**src/rtl/idw_pkg.sv**
```systemverilog
// shared types and constants for the inverse distance weighting block
package idw_pkg;

    localparam int unsigned MaxSamplesDef = 16;
    localparam int unsigned MaxDimsDef    = 4;
    localparam int unsigned ResultCap     = 16;
    localparam int unsigned CfgDataW      = 5;
    localparam int unsigned CfgIdxW       = 1;

    localparam logic [CfgIdxW-1:0] RegNumSamples = 1'd0;
    localparam logic [CfgIdxW-1:0] RegNumDims    = 1'd1;

    localparam logic KindLoad  = 1'b0;
    localparam logic KindQuery = 1'b1;

    typedef struct packed {
        logic               kind;
        logic [3:0]         sample_index;
        logic signed [31:0] coord0;
        logic signed [31:0] coord1;
        logic signed [31:0] coord2;
        logic signed [31:0] coord3;
    } t_in_item;

    typedef struct packed {
        logic [3:0]  weight_index;
        logic [15:0] weight;
        logic        last;
    } t_out_item;

    typedef enum logic [3:0] {
        ST_IDLE,
        ST_LOAD,
        ST_READ,
        ST_DIFF,
        ST_ACC,
        ST_SQRT,
        ST_RECIP,
        ST_STORE,
        ST_WREAD,
        ST_WDIV,
        ST_EMIT
    } t_state;

    // request to the shared divider / root unit
    typedef struct packed {
        logic        start;
        logic        is_sqrt;
        logic [65:0] num;
        logic [37:0] den;
    } t_div_req;

    typedef struct packed {
        logic        busy;
        logic        done;
        logic [47:0] quo;
    } t_div_rsp;

endpackage

```
**src/rtl/idw_div_unit.sv**
```systemverilog
// shared restoring divider and square root, one bit per cycle
module idw_div_unit
    import idw_pkg::*;
(
    input  logic     i_clk,
    input  logic     i_rst_n,
    input  t_div_req i_req,
    output t_div_rsp o_rsp
);

    // divide: 48 quotient bits; root: 33 result bits of a 66 bit radicand
    logic        r_busy, n_busy;
    logic        r_done, n_done;
    logic        r_sqrt, n_sqrt;
    logic [5:0]  r_cnt, n_cnt;
    logic [65:0] r_num, n_num;
    logic [37:0] r_den, n_den;
    logic [67:0] r_rem, n_rem;
    logic [47:0] r_quo, n_quo;

    logic [67:0] w_trial_rem;
    logic [67:0] w_trial_sub;

    always_comb begin
        if (r_sqrt) begin
            w_trial_rem = {r_rem[65:0], r_num[65:64]};
            w_trial_sub = {32'd0, r_quo[33:0], 2'b01};
        end else begin
            w_trial_rem = {r_rem[66:0], r_num[65]};
            w_trial_sub = {30'd0, r_den};
        end
    end

    always_comb begin
        n_busy = r_busy;
        n_done = 1'b0;
        n_sqrt = r_sqrt;
        n_cnt  = r_cnt;
        n_num  = r_num;
        n_den  = r_den;
        n_rem  = r_rem;
        n_quo  = r_quo;
        if (i_req.start) begin
            n_busy = 1'b1;
            n_sqrt = i_req.is_sqrt;
            n_num  = i_req.is_sqrt ? i_req.num : {i_req.num[47:0], 18'd0};
            n_den  = i_req.den;
            n_rem  = '0;
            n_quo  = '0;
            n_cnt  = i_req.is_sqrt ? 6'd33 : 6'd48;
        end else if (r_busy) begin
            n_num = r_sqrt ? {r_num[63:0], 2'b00} : {r_num[64:0], 1'b0};
            if (w_trial_rem >= w_trial_sub) begin
                n_rem = w_trial_rem - w_trial_sub;
                n_quo = {r_quo[46:0], 1'b1};
            end else begin
                n_rem = w_trial_rem;
                n_quo = {r_quo[46:0], 1'b0};
            end
            n_cnt = r_cnt - 6'd1;
            if (r_cnt == 6'd1) begin
                n_busy = 1'b0;
                n_done = 1'b1;
            end
        end
    end

    always_ff @(posedge i_clk) begin
        if (!i_rst_n) begin
            r_busy <= 1'b0;
            r_done <= 1'b0;
            r_cnt  <= '0;
        end else begin
            r_busy <= n_busy;
            r_done <= n_done;
            r_cnt  <= n_cnt;
        end
        r_sqrt <= n_sqrt;
        r_num  <= n_num;
        r_den  <= n_den;
        r_rem  <= n_rem;
        r_quo  <= n_quo;
    end

    assign o_rsp.busy = r_busy;
    assign o_rsp.done = r_done;
    assign o_rsp.quo  = r_quo;

    assert property (@(posedge i_clk) disable iff (!i_rst_n) r_done |-> !r_busy)
        else $error("divider done while busy");
    assert property (@(posedge i_clk) disable iff (!i_rst_n)
        r_busy |-> (r_cnt != 6'd0))
        else $error("divider busy with zero count");
    assert property (@(posedge i_clk) disable iff (!i_rst_n)
        i_req.start |=> r_busy)
        else $error("divider did not start");

endmodule

```
**config.mk**
```make
export PLATFORM = sky130hd
export DESIGN_NAME = idw_div_unit
export DESIGN_NICKNAME = d
export VERILOG_FILES = /design/src/rtl/idw_pkg.sv /design/src/rtl/idw_div_unit.sv
export SDC_FILE = /design/constraint.sdc
export NUM_CORES = 1
export LEC_CHECK = 0
export BUFFER_PORTS_ARGS = -buffer_cell sky130_fd_sc_hd__buf_2
export CAP_MARGIN = 20
export CORE_AREA = 4 4 167 169
export CTS_CLUSTER_SIZE = 30
export DETAILED_ROUTE_END_ITERATION = 16
export DIE_AREA = 0 0 171 173
export GPL_ROUTABILITY_DRIVEN = 0
export PLACE_DENSITY = 0.81
export SLEW_MARGIN = 20
export SYNTH_ARGS = -nofsm -noshare
export SYNTH_HDL_FRONTEND = slang
export SYNTH_SLANG_ARGS = --single-unit
export TNS_END_PERCENT = 100
```
**constraint.sdc**
```tcl
create_clock -name i_clk -period 4.85 [get_ports i_clk]
set_input_delay 0.97 -clock i_clk [delete_from_list [all_inputs] [get_ports i_clk]]
set_output_delay 0.97 -clock i_clk [all_outputs]
set_load 0.05 [all_outputs]
```
== Word level (Yosys, flattened, before mapping) ==
Index checks and enable logic that the tools add are counted.

* Register bits: 228
* Output and inout bits: 50

* Multiplexer cells: 15
* $add $sub $neg: 2
* Bitwise logic cells: 2
* Reduce and logical (&&, ||, !) cells: 2
* Equal/unequal tests: 1
* $lt $le $gt $ge: 1

{| class="wikitable"
|+ Operator list
! operator !! number
|-
| $mux W66 || 4
|-
| $ge A68 B38 Y1 || 1
|-
| $mux W68 || 1
|-
| $mux W67 || 1
|-
| $sub A67 B38 Y67 || 1
|-
| $mux W38 || 1
|-
| $mux W6 || 2
|-
| $eq A6 B1 Y1 const B || 1
|-
| $sub A6 B1 Y6 const B || 1
|-
| $mux W1 || 5
|-
| $mux W5 || 1
|-
| $reduce_or A3 Y1 || 1
|-
| $not A1 Y1 || 2
|-
| $reduce_bool A2 Y1 || 1
|}

== Logic depth before layout (Yosys ltp) ==
Gate-level depths: netlist of run 1.

* Word-level depth: 4
* Gate-level depth with buffers: 21

== Worst setup path after synthesis of run 1 ==
No wires, ideal clock.

* Kind: register -> register
* From: register r_sqrt
* To: register r_rem[46]
* Data required time: 4.733 ns
* Setup slack: -0.174 ns
* Cell stages (with the launch flop): 20
* Arrival time: 4.906 ns
* Buffers on the path: 8
* Path through: edfxtp_1 buf_4 buf_2 buf_2 clkbuf_1 buf_1 clkbuf_1 buf_2 mux2i_1 ha_1 buf_2 a2111oi_1 o21ai_1 a22oi_1 o21a_1 a211oi_1 o211ai_1 nand3_2 or4_1 a32o_1

* Cells in the longest elaborated chain, start to end: 3
* Elaborated cells between the ends (all ways): 5
* Classes of those cells: add/sub: 1; order compare: 1; mux: 3

{| class="wikitable"
|+ Ends and longest elaborated chain
! element !! RTL line !! source
|-
| from (decl) || idw_div_unit.sv:14 || <nowiki>logic r_sqrt, n_sqrt;</nowiki>
|-
| from (signal assigned) || idw_div_unit.sv:78 || <nowiki>r_sqrt <= n_sqrt;</nowiki>
|-
| $mux W68 or $mux W38 (tied branches) || idw_div_unit.sv:25 || <nowiki>if (r_sqrt) begin</nowiki>
|-
| $sub A67 B38 Y67 or $ge A68 B38 Y1 (tied branches) || idw_div_unit.sv:54, idw_div_unit.sv:53 ||
|-
| $mux W67 * || idw_div_unit.sv:53 || <nowiki>if (w_trial_rem >= w_trial_sub) begin</nowiki>
|-
| to (signal assigned) || idw_div_unit.sv:81 || <nowiki>r_rem <= n_rem;</nowiki>
|-
| to (decl) || idw_div_unit.sv:18 || <nowiki>logic [67:0] r_rem, n_rem;</nowiki>
|}

Every way passes the cells marked *; elsewhere a longest branch is shown, timed or not.
A chain may end at the register's enable or synchronous reset.

== Worst setup path after layout of run 1 ==
* From: register r_sqrt
* To: register r_rem[65]

The elaborated chain is that of the path after synthesis.

==> reports/results.txt, run 1 <==
crit path kind - reg -> reg
# hold bufs at CTS - 0
worst vdd ir - 394 uV
Worst Path Buf+Inv - 3
Global Route Usage Sum - 0.228
Crit. End Element - flip-flop
Req. time, crit path - 5.30 ns
CTS tree - done
CP arrival - 4.98 ns
Layout Nets - 1758
port buffer count - 157
DR vias/cell - 6.11
initial core utilization - 0.533
antenna-violating nets left - 0
critical path, cell by cell - buf_12, buf_4, mux2_2, ha_1, o211ai_1, a21o_1, a31oi_1, o211a_1, o211ai_2, buf_4, nand2_2, nor3b_1, nand3_1, a2111oi_2
EDFF count, synth - 105
Antenna diodes - 0
total CTS buffers - 25
syn avg cell area - 9.36 um^2
Seq/Total Area, Yosys - 0.396
largest net degree at the start of global routing - 183
Setup violations, final - 0
Cell variety after synth - 78
Worst slew margin - 0.283
Yosys reg bits - 228
layout cells sized above 1 - 0.171
synthesized area - 0.0142 mm^2
clk_skew - 0.0274 ns
drt pass-1 iters - 6
CP top delay family - compound AO/OA/AOI/OAI gates
vias in the first global route - 11349
commonest non-fill, non-tap cell in the layout - mux2i_1
maxcap violations - 0
Post-Syn Nets - 1663
Post-CTS Resized - 0
YS warnings - 0
max incr delay on CP - 0.63 ns
Die Y - 173 um
Worst-Skew Late Latency - 0.55 ns
crit share post-route - 0.933
Die W - 171 um
1st-iter DRT viols - 1250
Slew Limit Fails - 0
# H-tree levels - 1
RSZ-0062 raised after global routing - false
io pins - 158
WL/cell - 17.9 um
Vias - 12030
worst min-delay path class - reg -> reg
DP HPWL - 24200 um
Tmin final - 4.52 ns
type of origin of the critical path - flip-flop
CP dominant cell by count - buf_4
Die ar. - 0.0296 mm^2
status - finished clean
num rows - 60
Critical Path Fanout Max - 41
P&R area growth vs syn - 12.7%
Root Buffer Master - clkbuf_16
clk buf depth - 3
Fin. Hold Viols - 0
Mapped Cells - 1514
Min Hold Slack - 0.485 ns
Remaining Overflow, GRT - 0
Pleak - 0.00684 uW
reg2reg setup slack - 0.33 ns
async set-or-reset flop fraction in the synthesized netlist - 0
Clock transition at path regs - 0.06 ns
Worst-Margin Slew - 1.07 ns
Post-CTS Setup Repair Bufs - 0
most frequent cells in the layout - mux2i_1, buf_2, nor2_1, dfxtp_1, nand2_1
drt drc - 0
total power - 8970 uW
Max Clk Rate - 221 MHz
routed wire length - 35300 um
Core Util, Final - 0.601
PD cells - 562 mW/mm^2
Core Footprint - 0.0266 mm^2
setup TNS - 0 ns
CP max stage cell - nor3b_1
initial antenna violation count - 0
first-pass GRT wire length - 57400 um
Num Clock Sinks - 228
Primary FF master, synth - dfxtp_1
## per-stage QoR
stage	setup slack [ns]	instances	instance area, um^2
global placement	0.553	1923	15100
finish	0.326	1969	16000
floorplan	0.00832	1514	14200
CTS	0.380	1969	16000
detailed placement	0.391	1923	15100
global route	0.0406	1969	16000
## worst register-to-register path: cells and delay by family, from the launching register on
kind	cells	cell delay, ns
flip-flops	1	0.44
buffers and inverters	3	0.77
AO/OA/AOI/OAI	6	1.32
AND/OR/NAND/NOR	3	1.16
adder cells (fa/ha/maj)	1	0.39
multiplexers	1	0.36
## cells in the mapped netlist (all sizes together) (6+ instances only)
master	count	area [um^2]
mux2i	182	1820
nor2	131	494
dfxtp	123	2460
nand2	121	454
a21oi	115	587
edfxtp	105	3150
a211oi	73	548
nor2b	69	432
clkbuf	62	233
o21ai	60	300
buf	45	218
nand3	45	230
ha	40	500
mux2	38	428
xnor2	27	236
a21o	24	180
xor2	22	193
nand4	21	131
nand2b	20	125
inv	17	63.8
nor3	14	75.1
a311oi	13	114
or3	11	68.8
nor4	10	68.8
and2	8	50.1
and3	7	43.8
o211ai	7	57.6
o21a	7	52.6
o21bai	7	52.6
a2111oi	6	72.6
a21boi	6	45.1
or2	6	37.5
## power breakdown
| part | internal, uW | switching (uW) |
|---|---|---|
| combinational | 1790 | 2610 |
| sequential | 2330 | 291 |
| clock | 1160 | 790 |
| total | 5280 | 3690 |
## flip-flops by register name (all words and copies together), names as in the netlist
register / cells
r_busy: 1
r_sqrt: 1
r_cnt: 6
r_den: 38
r_quo: 48
r_done: 1
r_num: 66
r_rem: 67
## final timing paths
path | start | endpoint | depth (start not counted)
max | r_sqrt | r_rem[65] | 14
min | r_rem[32] | r_rem[32] | 2
max reg2reg | r_sqrt | r_rem[65] | 14
min reg2reg | r_rem[32] | r_rem[32] | 2
## final cells by class
cell class,instances,area (um^2)
Clock buffer,33,686
Clock inverter,13,154
Fill cell,2263,10600
Inverter,17,63.8
Multi-Input combinational cell,1162,8040
Sequential cell,228,5620
Tap cell,341,427
Timing Repair Buffer,175,967
## kinds of logic after synthesis
family / Yosys count / synth area share
buffers and inverters: 124 / 0.0363
adder cells (fa/ha/maj): 41 / 0.0367
AO/OA/AOI/OAI: 369 / 0.173
flip-flops: 228 / 0.396
multiplexers: 220 / 0.159
XOR/XNOR: 49 / 0.0303
AND/OR/NAND/NOR: 483 / 0.168
## routing by layer
layer  track usage  wire length (um)
met1         0.329             15800
met5             0                 0
met2         0.356             16000
met3        0.0309              2420
met4        0.0746              1060
No activity file was read; power rests on OpenSTA's default activity.
==> run 2: changes to the inputs <==
--- a/config.mk
+++ b/config.mk
@@ -6,13 +6,13 @@
 export NUM_CORES = 1
 export LEC_CHECK = 0
 export BUFFER_PORTS_ARGS = -buffer_cell sky130_fd_sc_hd__buf_2
-export CAP_MARGIN = 20
-export CORE_AREA = 4 4 167 169
+export CAP_MARGIN = 15
+export CORE_AREA = 3 3 158 160
 export CTS_CLUSTER_SIZE = 30
 export DETAILED_ROUTE_END_ITERATION = 16
-export DIE_AREA = 0 0 171 173
+export DIE_AREA = 0 0 161 163
 export GPL_ROUTABILITY_DRIVEN = 0
-export PLACE_DENSITY = 0.81
+export PLACE_DENSITY = 0.85
 export SLEW_MARGIN = 20
 export SYNTH_ARGS = -nofsm -noshare
 export SYNTH_HDL_FRONTEND = slang
==> constraint.sdc (replaced) <==
create_clock -name i_clk -period 5.4 [get_ports i_clk]
set_input_delay 1.08 -clock i_clk [delete_from_list [all_inputs] [get_ports i_clk]]
set_output_delay 1.08 -clock i_clk [all_outputs]
set_load 0.05 [all_outputs]
==> run 2 against run 1 <==
  * Worst setup slack better by 0.45 ns
  * Clock-buffer cell count grew 1
  * Critical path depth decreased by 2
  * First-iteration DRC count grew 10%
  * Die area decreased by 11%
  * Design area down 0.53%
  * Sequential power is 10% lower
  * Final cell count decreased by 1.3%
  * Clock power shrank 12%
  * Hold slack lost 0.0021 ns
  * Sequential share of layout area grew 0.19 points
  * Sequential cell count is the same
  * Critical path type unchanged
==> reports/results.txt, run 2 (synthesis gave the netlist of run 1 again) <==
Req. time, crit path - 5.85 ns (+0.55 ns)
drt drc - 0 (unchanged)
PD cells - 501 mW/mm^2 (-11%)
routed wire length - 34500 um (-2.2%)
Tmin final - 4.62 ns (+0.0952 ns)
critical path, cell by cell - buf_12, mux2_2, ha_1, a21o_1, o21bai_1, a311oi_1, nor4b_1, o22ai_1, o21ai_1, nand3_1, or3_1, a211oi_1
Post-CTS Setup Repair Bufs - 0 (unchanged)
Worst-Margin Slew - 1.10 ns (+0.0311 ns)
# hold bufs at CTS - 0 (unchanged)
CTS tree - done
status - finished clean
port buffer count - 157 (unchanged)
Layout Nets - 1754 (-0.23%)
CP arrival - 5.07 ns (+0.09 ns)
DR vias/cell - 6.20 (+1.4%)
hold_sp - r_rem[32]
CP top delay family - compound AO/OA/AOI/OAI gates
Setup violations, final - 0 (unchanged)
path depth of the worst reg2reg path - 12 (-2)
Max Clk Rate - 216 MHz (-2.1%)
most flop-heavy register - r_rem
Worst-Skew Late Latency - 0.54 ns (about the same)
Hold Path Depth - 2 (unchanged)
Finished Cell Area - 0.0159 mm^2 (-0.53%)
Critical Path Fanout Max - 76 (+85%)
WL/cell - 17.8 um (-0.90%)
CP max stage cell - o21ai_1
num rows - 56 (-6.7%)
first-pass GRT wire length - 56300 um (-1.9%)
worst hold endpoint - r_rem[32]
filler instances - 1825 (-19%)
initial antenna violation count - 0 (unchanged)
reg2reg start - r_sqrt
reg2reg setup slack - 0.78 ns (+0.45 ns)
commonest non-fill, non-tap cell in the layout - mux2i_1
drt pass-1 iters - 6 (unchanged)
Min Hold Slack - 0.483 ns (-0.00212 ns)
Core Footprint - 0.0235 mm^2 (-11%)
worst vdd ir - 325 uV (-18%)
clk buf depth - 3 (unchanged)
total CTS buffers - 26 (+4.0%)
max reg flops - 67 (unchanged)
antenna-violating nets left - 0 (unchanged)
Root Buffer Master - clkbuf_16
Worst Path Buf+Inv - 1 (-2)
initial core utilization - 0.602 (+0.0687)
Die Y - 163 um (-5.8%)
io pins - 158 (unchanged)
1st-iter DRT viols - 1380 (+10%)
Fin. Hold Viols - 0 (unchanged)
reg-to-reg critical path endpoint - r_rem[53]
type of origin of the critical path - flip-flop
Remaining Overflow, GRT - 0 (unchanged)
crit share post-route - 0.855 (-0.0774)
Crit. End Element - flip-flop
P&R area growth vs syn - 12.1%
worst min-delay path class - reg -> reg
DP HPWL - 23500 um (-2.6%)
crit path kind - reg -> reg
clk_skew - 0.0167 ns (-0.0107 ns)
Num Clock Sinks - 228 (unchanged)
Vias - 12046 (+0.13%)
total power - 7950 uW (-11%)
maxcap violations - 0 (unchanged)
# H-tree levels - 1 (unchanged)
Die W - 161 um (-5.8%)
max incr delay on CP - 0.45 ns (-0.18 ns)
Largest regs - r_rem (67), r_num (66), r_quo (48)
Post-CTS Resized - 0 (unchanged)
layout cells sized above 1 - 0.170 (-0.00153)
setup TNS - 0 ns (unchanged)
Pleak - 0.00682 uW (-0.38%)
Antenna diodes - 0 (unchanged)
Die ar. - 0.0262 mm^2 (-11%)
RSZ-0062 raised after global routing - false
Core Util, Final - 0.674 (+0.0737)
Global Route Usage Sum - 0.253 (+0.0248)
Worst slew margin - 0.266 (-0.0175)
Placement Cell Area - 0.0150 mm^2 (-0.58%)
Clock transition at path regs - 0.06 ns (about the same)
most frequent cells in the layout - mux2i_1, buf_2, nor2_1, dfxtp_1, nand2_1
largest net degree at the start of global routing - 114 (-38%)
vias in the first global route - 11397 (+0.42%)
Slew Limit Fails - 0 (unchanged)
run 2: cell count changes in the layout (fill, tap and decap cells not counted), sizes merged:
cell	change
buf	-5
clkinvlp	-1
clkbuf	+1
bufinv	-2
clkinv	+4
run 2: worst max-delay path by stage:
stage,endpoint,slack [ns],depth (start not counted),from
global placement,r_rem[65],1.04,14,r_sqrt
detailed placement,r_rem[65],0.88,14,r_sqrt
CTS,r_rem[46],0.85,14,r_sqrt
finish,r_rem[53],0.78,12,r_sqrt
global route,r_rem[65],0.49,14,r_sqrt
floorplan,r_rem[46],0.38,19,r_sqrt
run 2: worst register-to-register path: stages (launching register included):
cell      delay [ns]
edfxtp_1        0.39
buf_12          0.38
mux2_2          0.50
ha_1            0.39
a21o_1          0.23
o21bai_1        0.16
a311oi_1        0.37
nor4b_1         0.43
o22ai_1         0.20
o21ai_1         0.45
nand3_1         0.36
or3_1           0.44
a211oi_1        0.21
run 2: layer usage:
layer	share of wire	global-route usage
met5	0	0
met4	0.021	0.0645
met1	0.45	0.360
met3	0.070	0.0374
met2	0.46	0.408
run 2: report_power, final:
| group | switching [uW] | leakage [uW] | internal [uW] | total [uW] |
|---|---|---|---|---|
| registers | 260 | 0.00205 | 2090 | 2350 |
| clock network | 720 | 0.000415 | 991 | 1710 |
| logic | 2310 | 0.00435 | 1580 | 3890 |
run 2: layout make-up:
cell class,instances,area (um^2),area share
inverters,17,63.8,0.00402
flip-flops and latches,228,5620,0.354
well taps,319,399,0.0251
clock buffers,34,721,0.0454
clock inverters,14,115,0.00725
repair buffers,170,908,0.0572
multi-input cells,1162,8050,0.507
run 2: stage by stage:
| step | worst slack, ns | cells |
|---|---|---|
| floorplan | 0.376 | 1514 |
| global placement | 1.04 | 1896 |
| detailed placement | 0.877 | 1896 |
| CTS | 0.854 | 1944 |
| global route | 0.486 | 1944 |
| finish | 0.781 | 1944 |
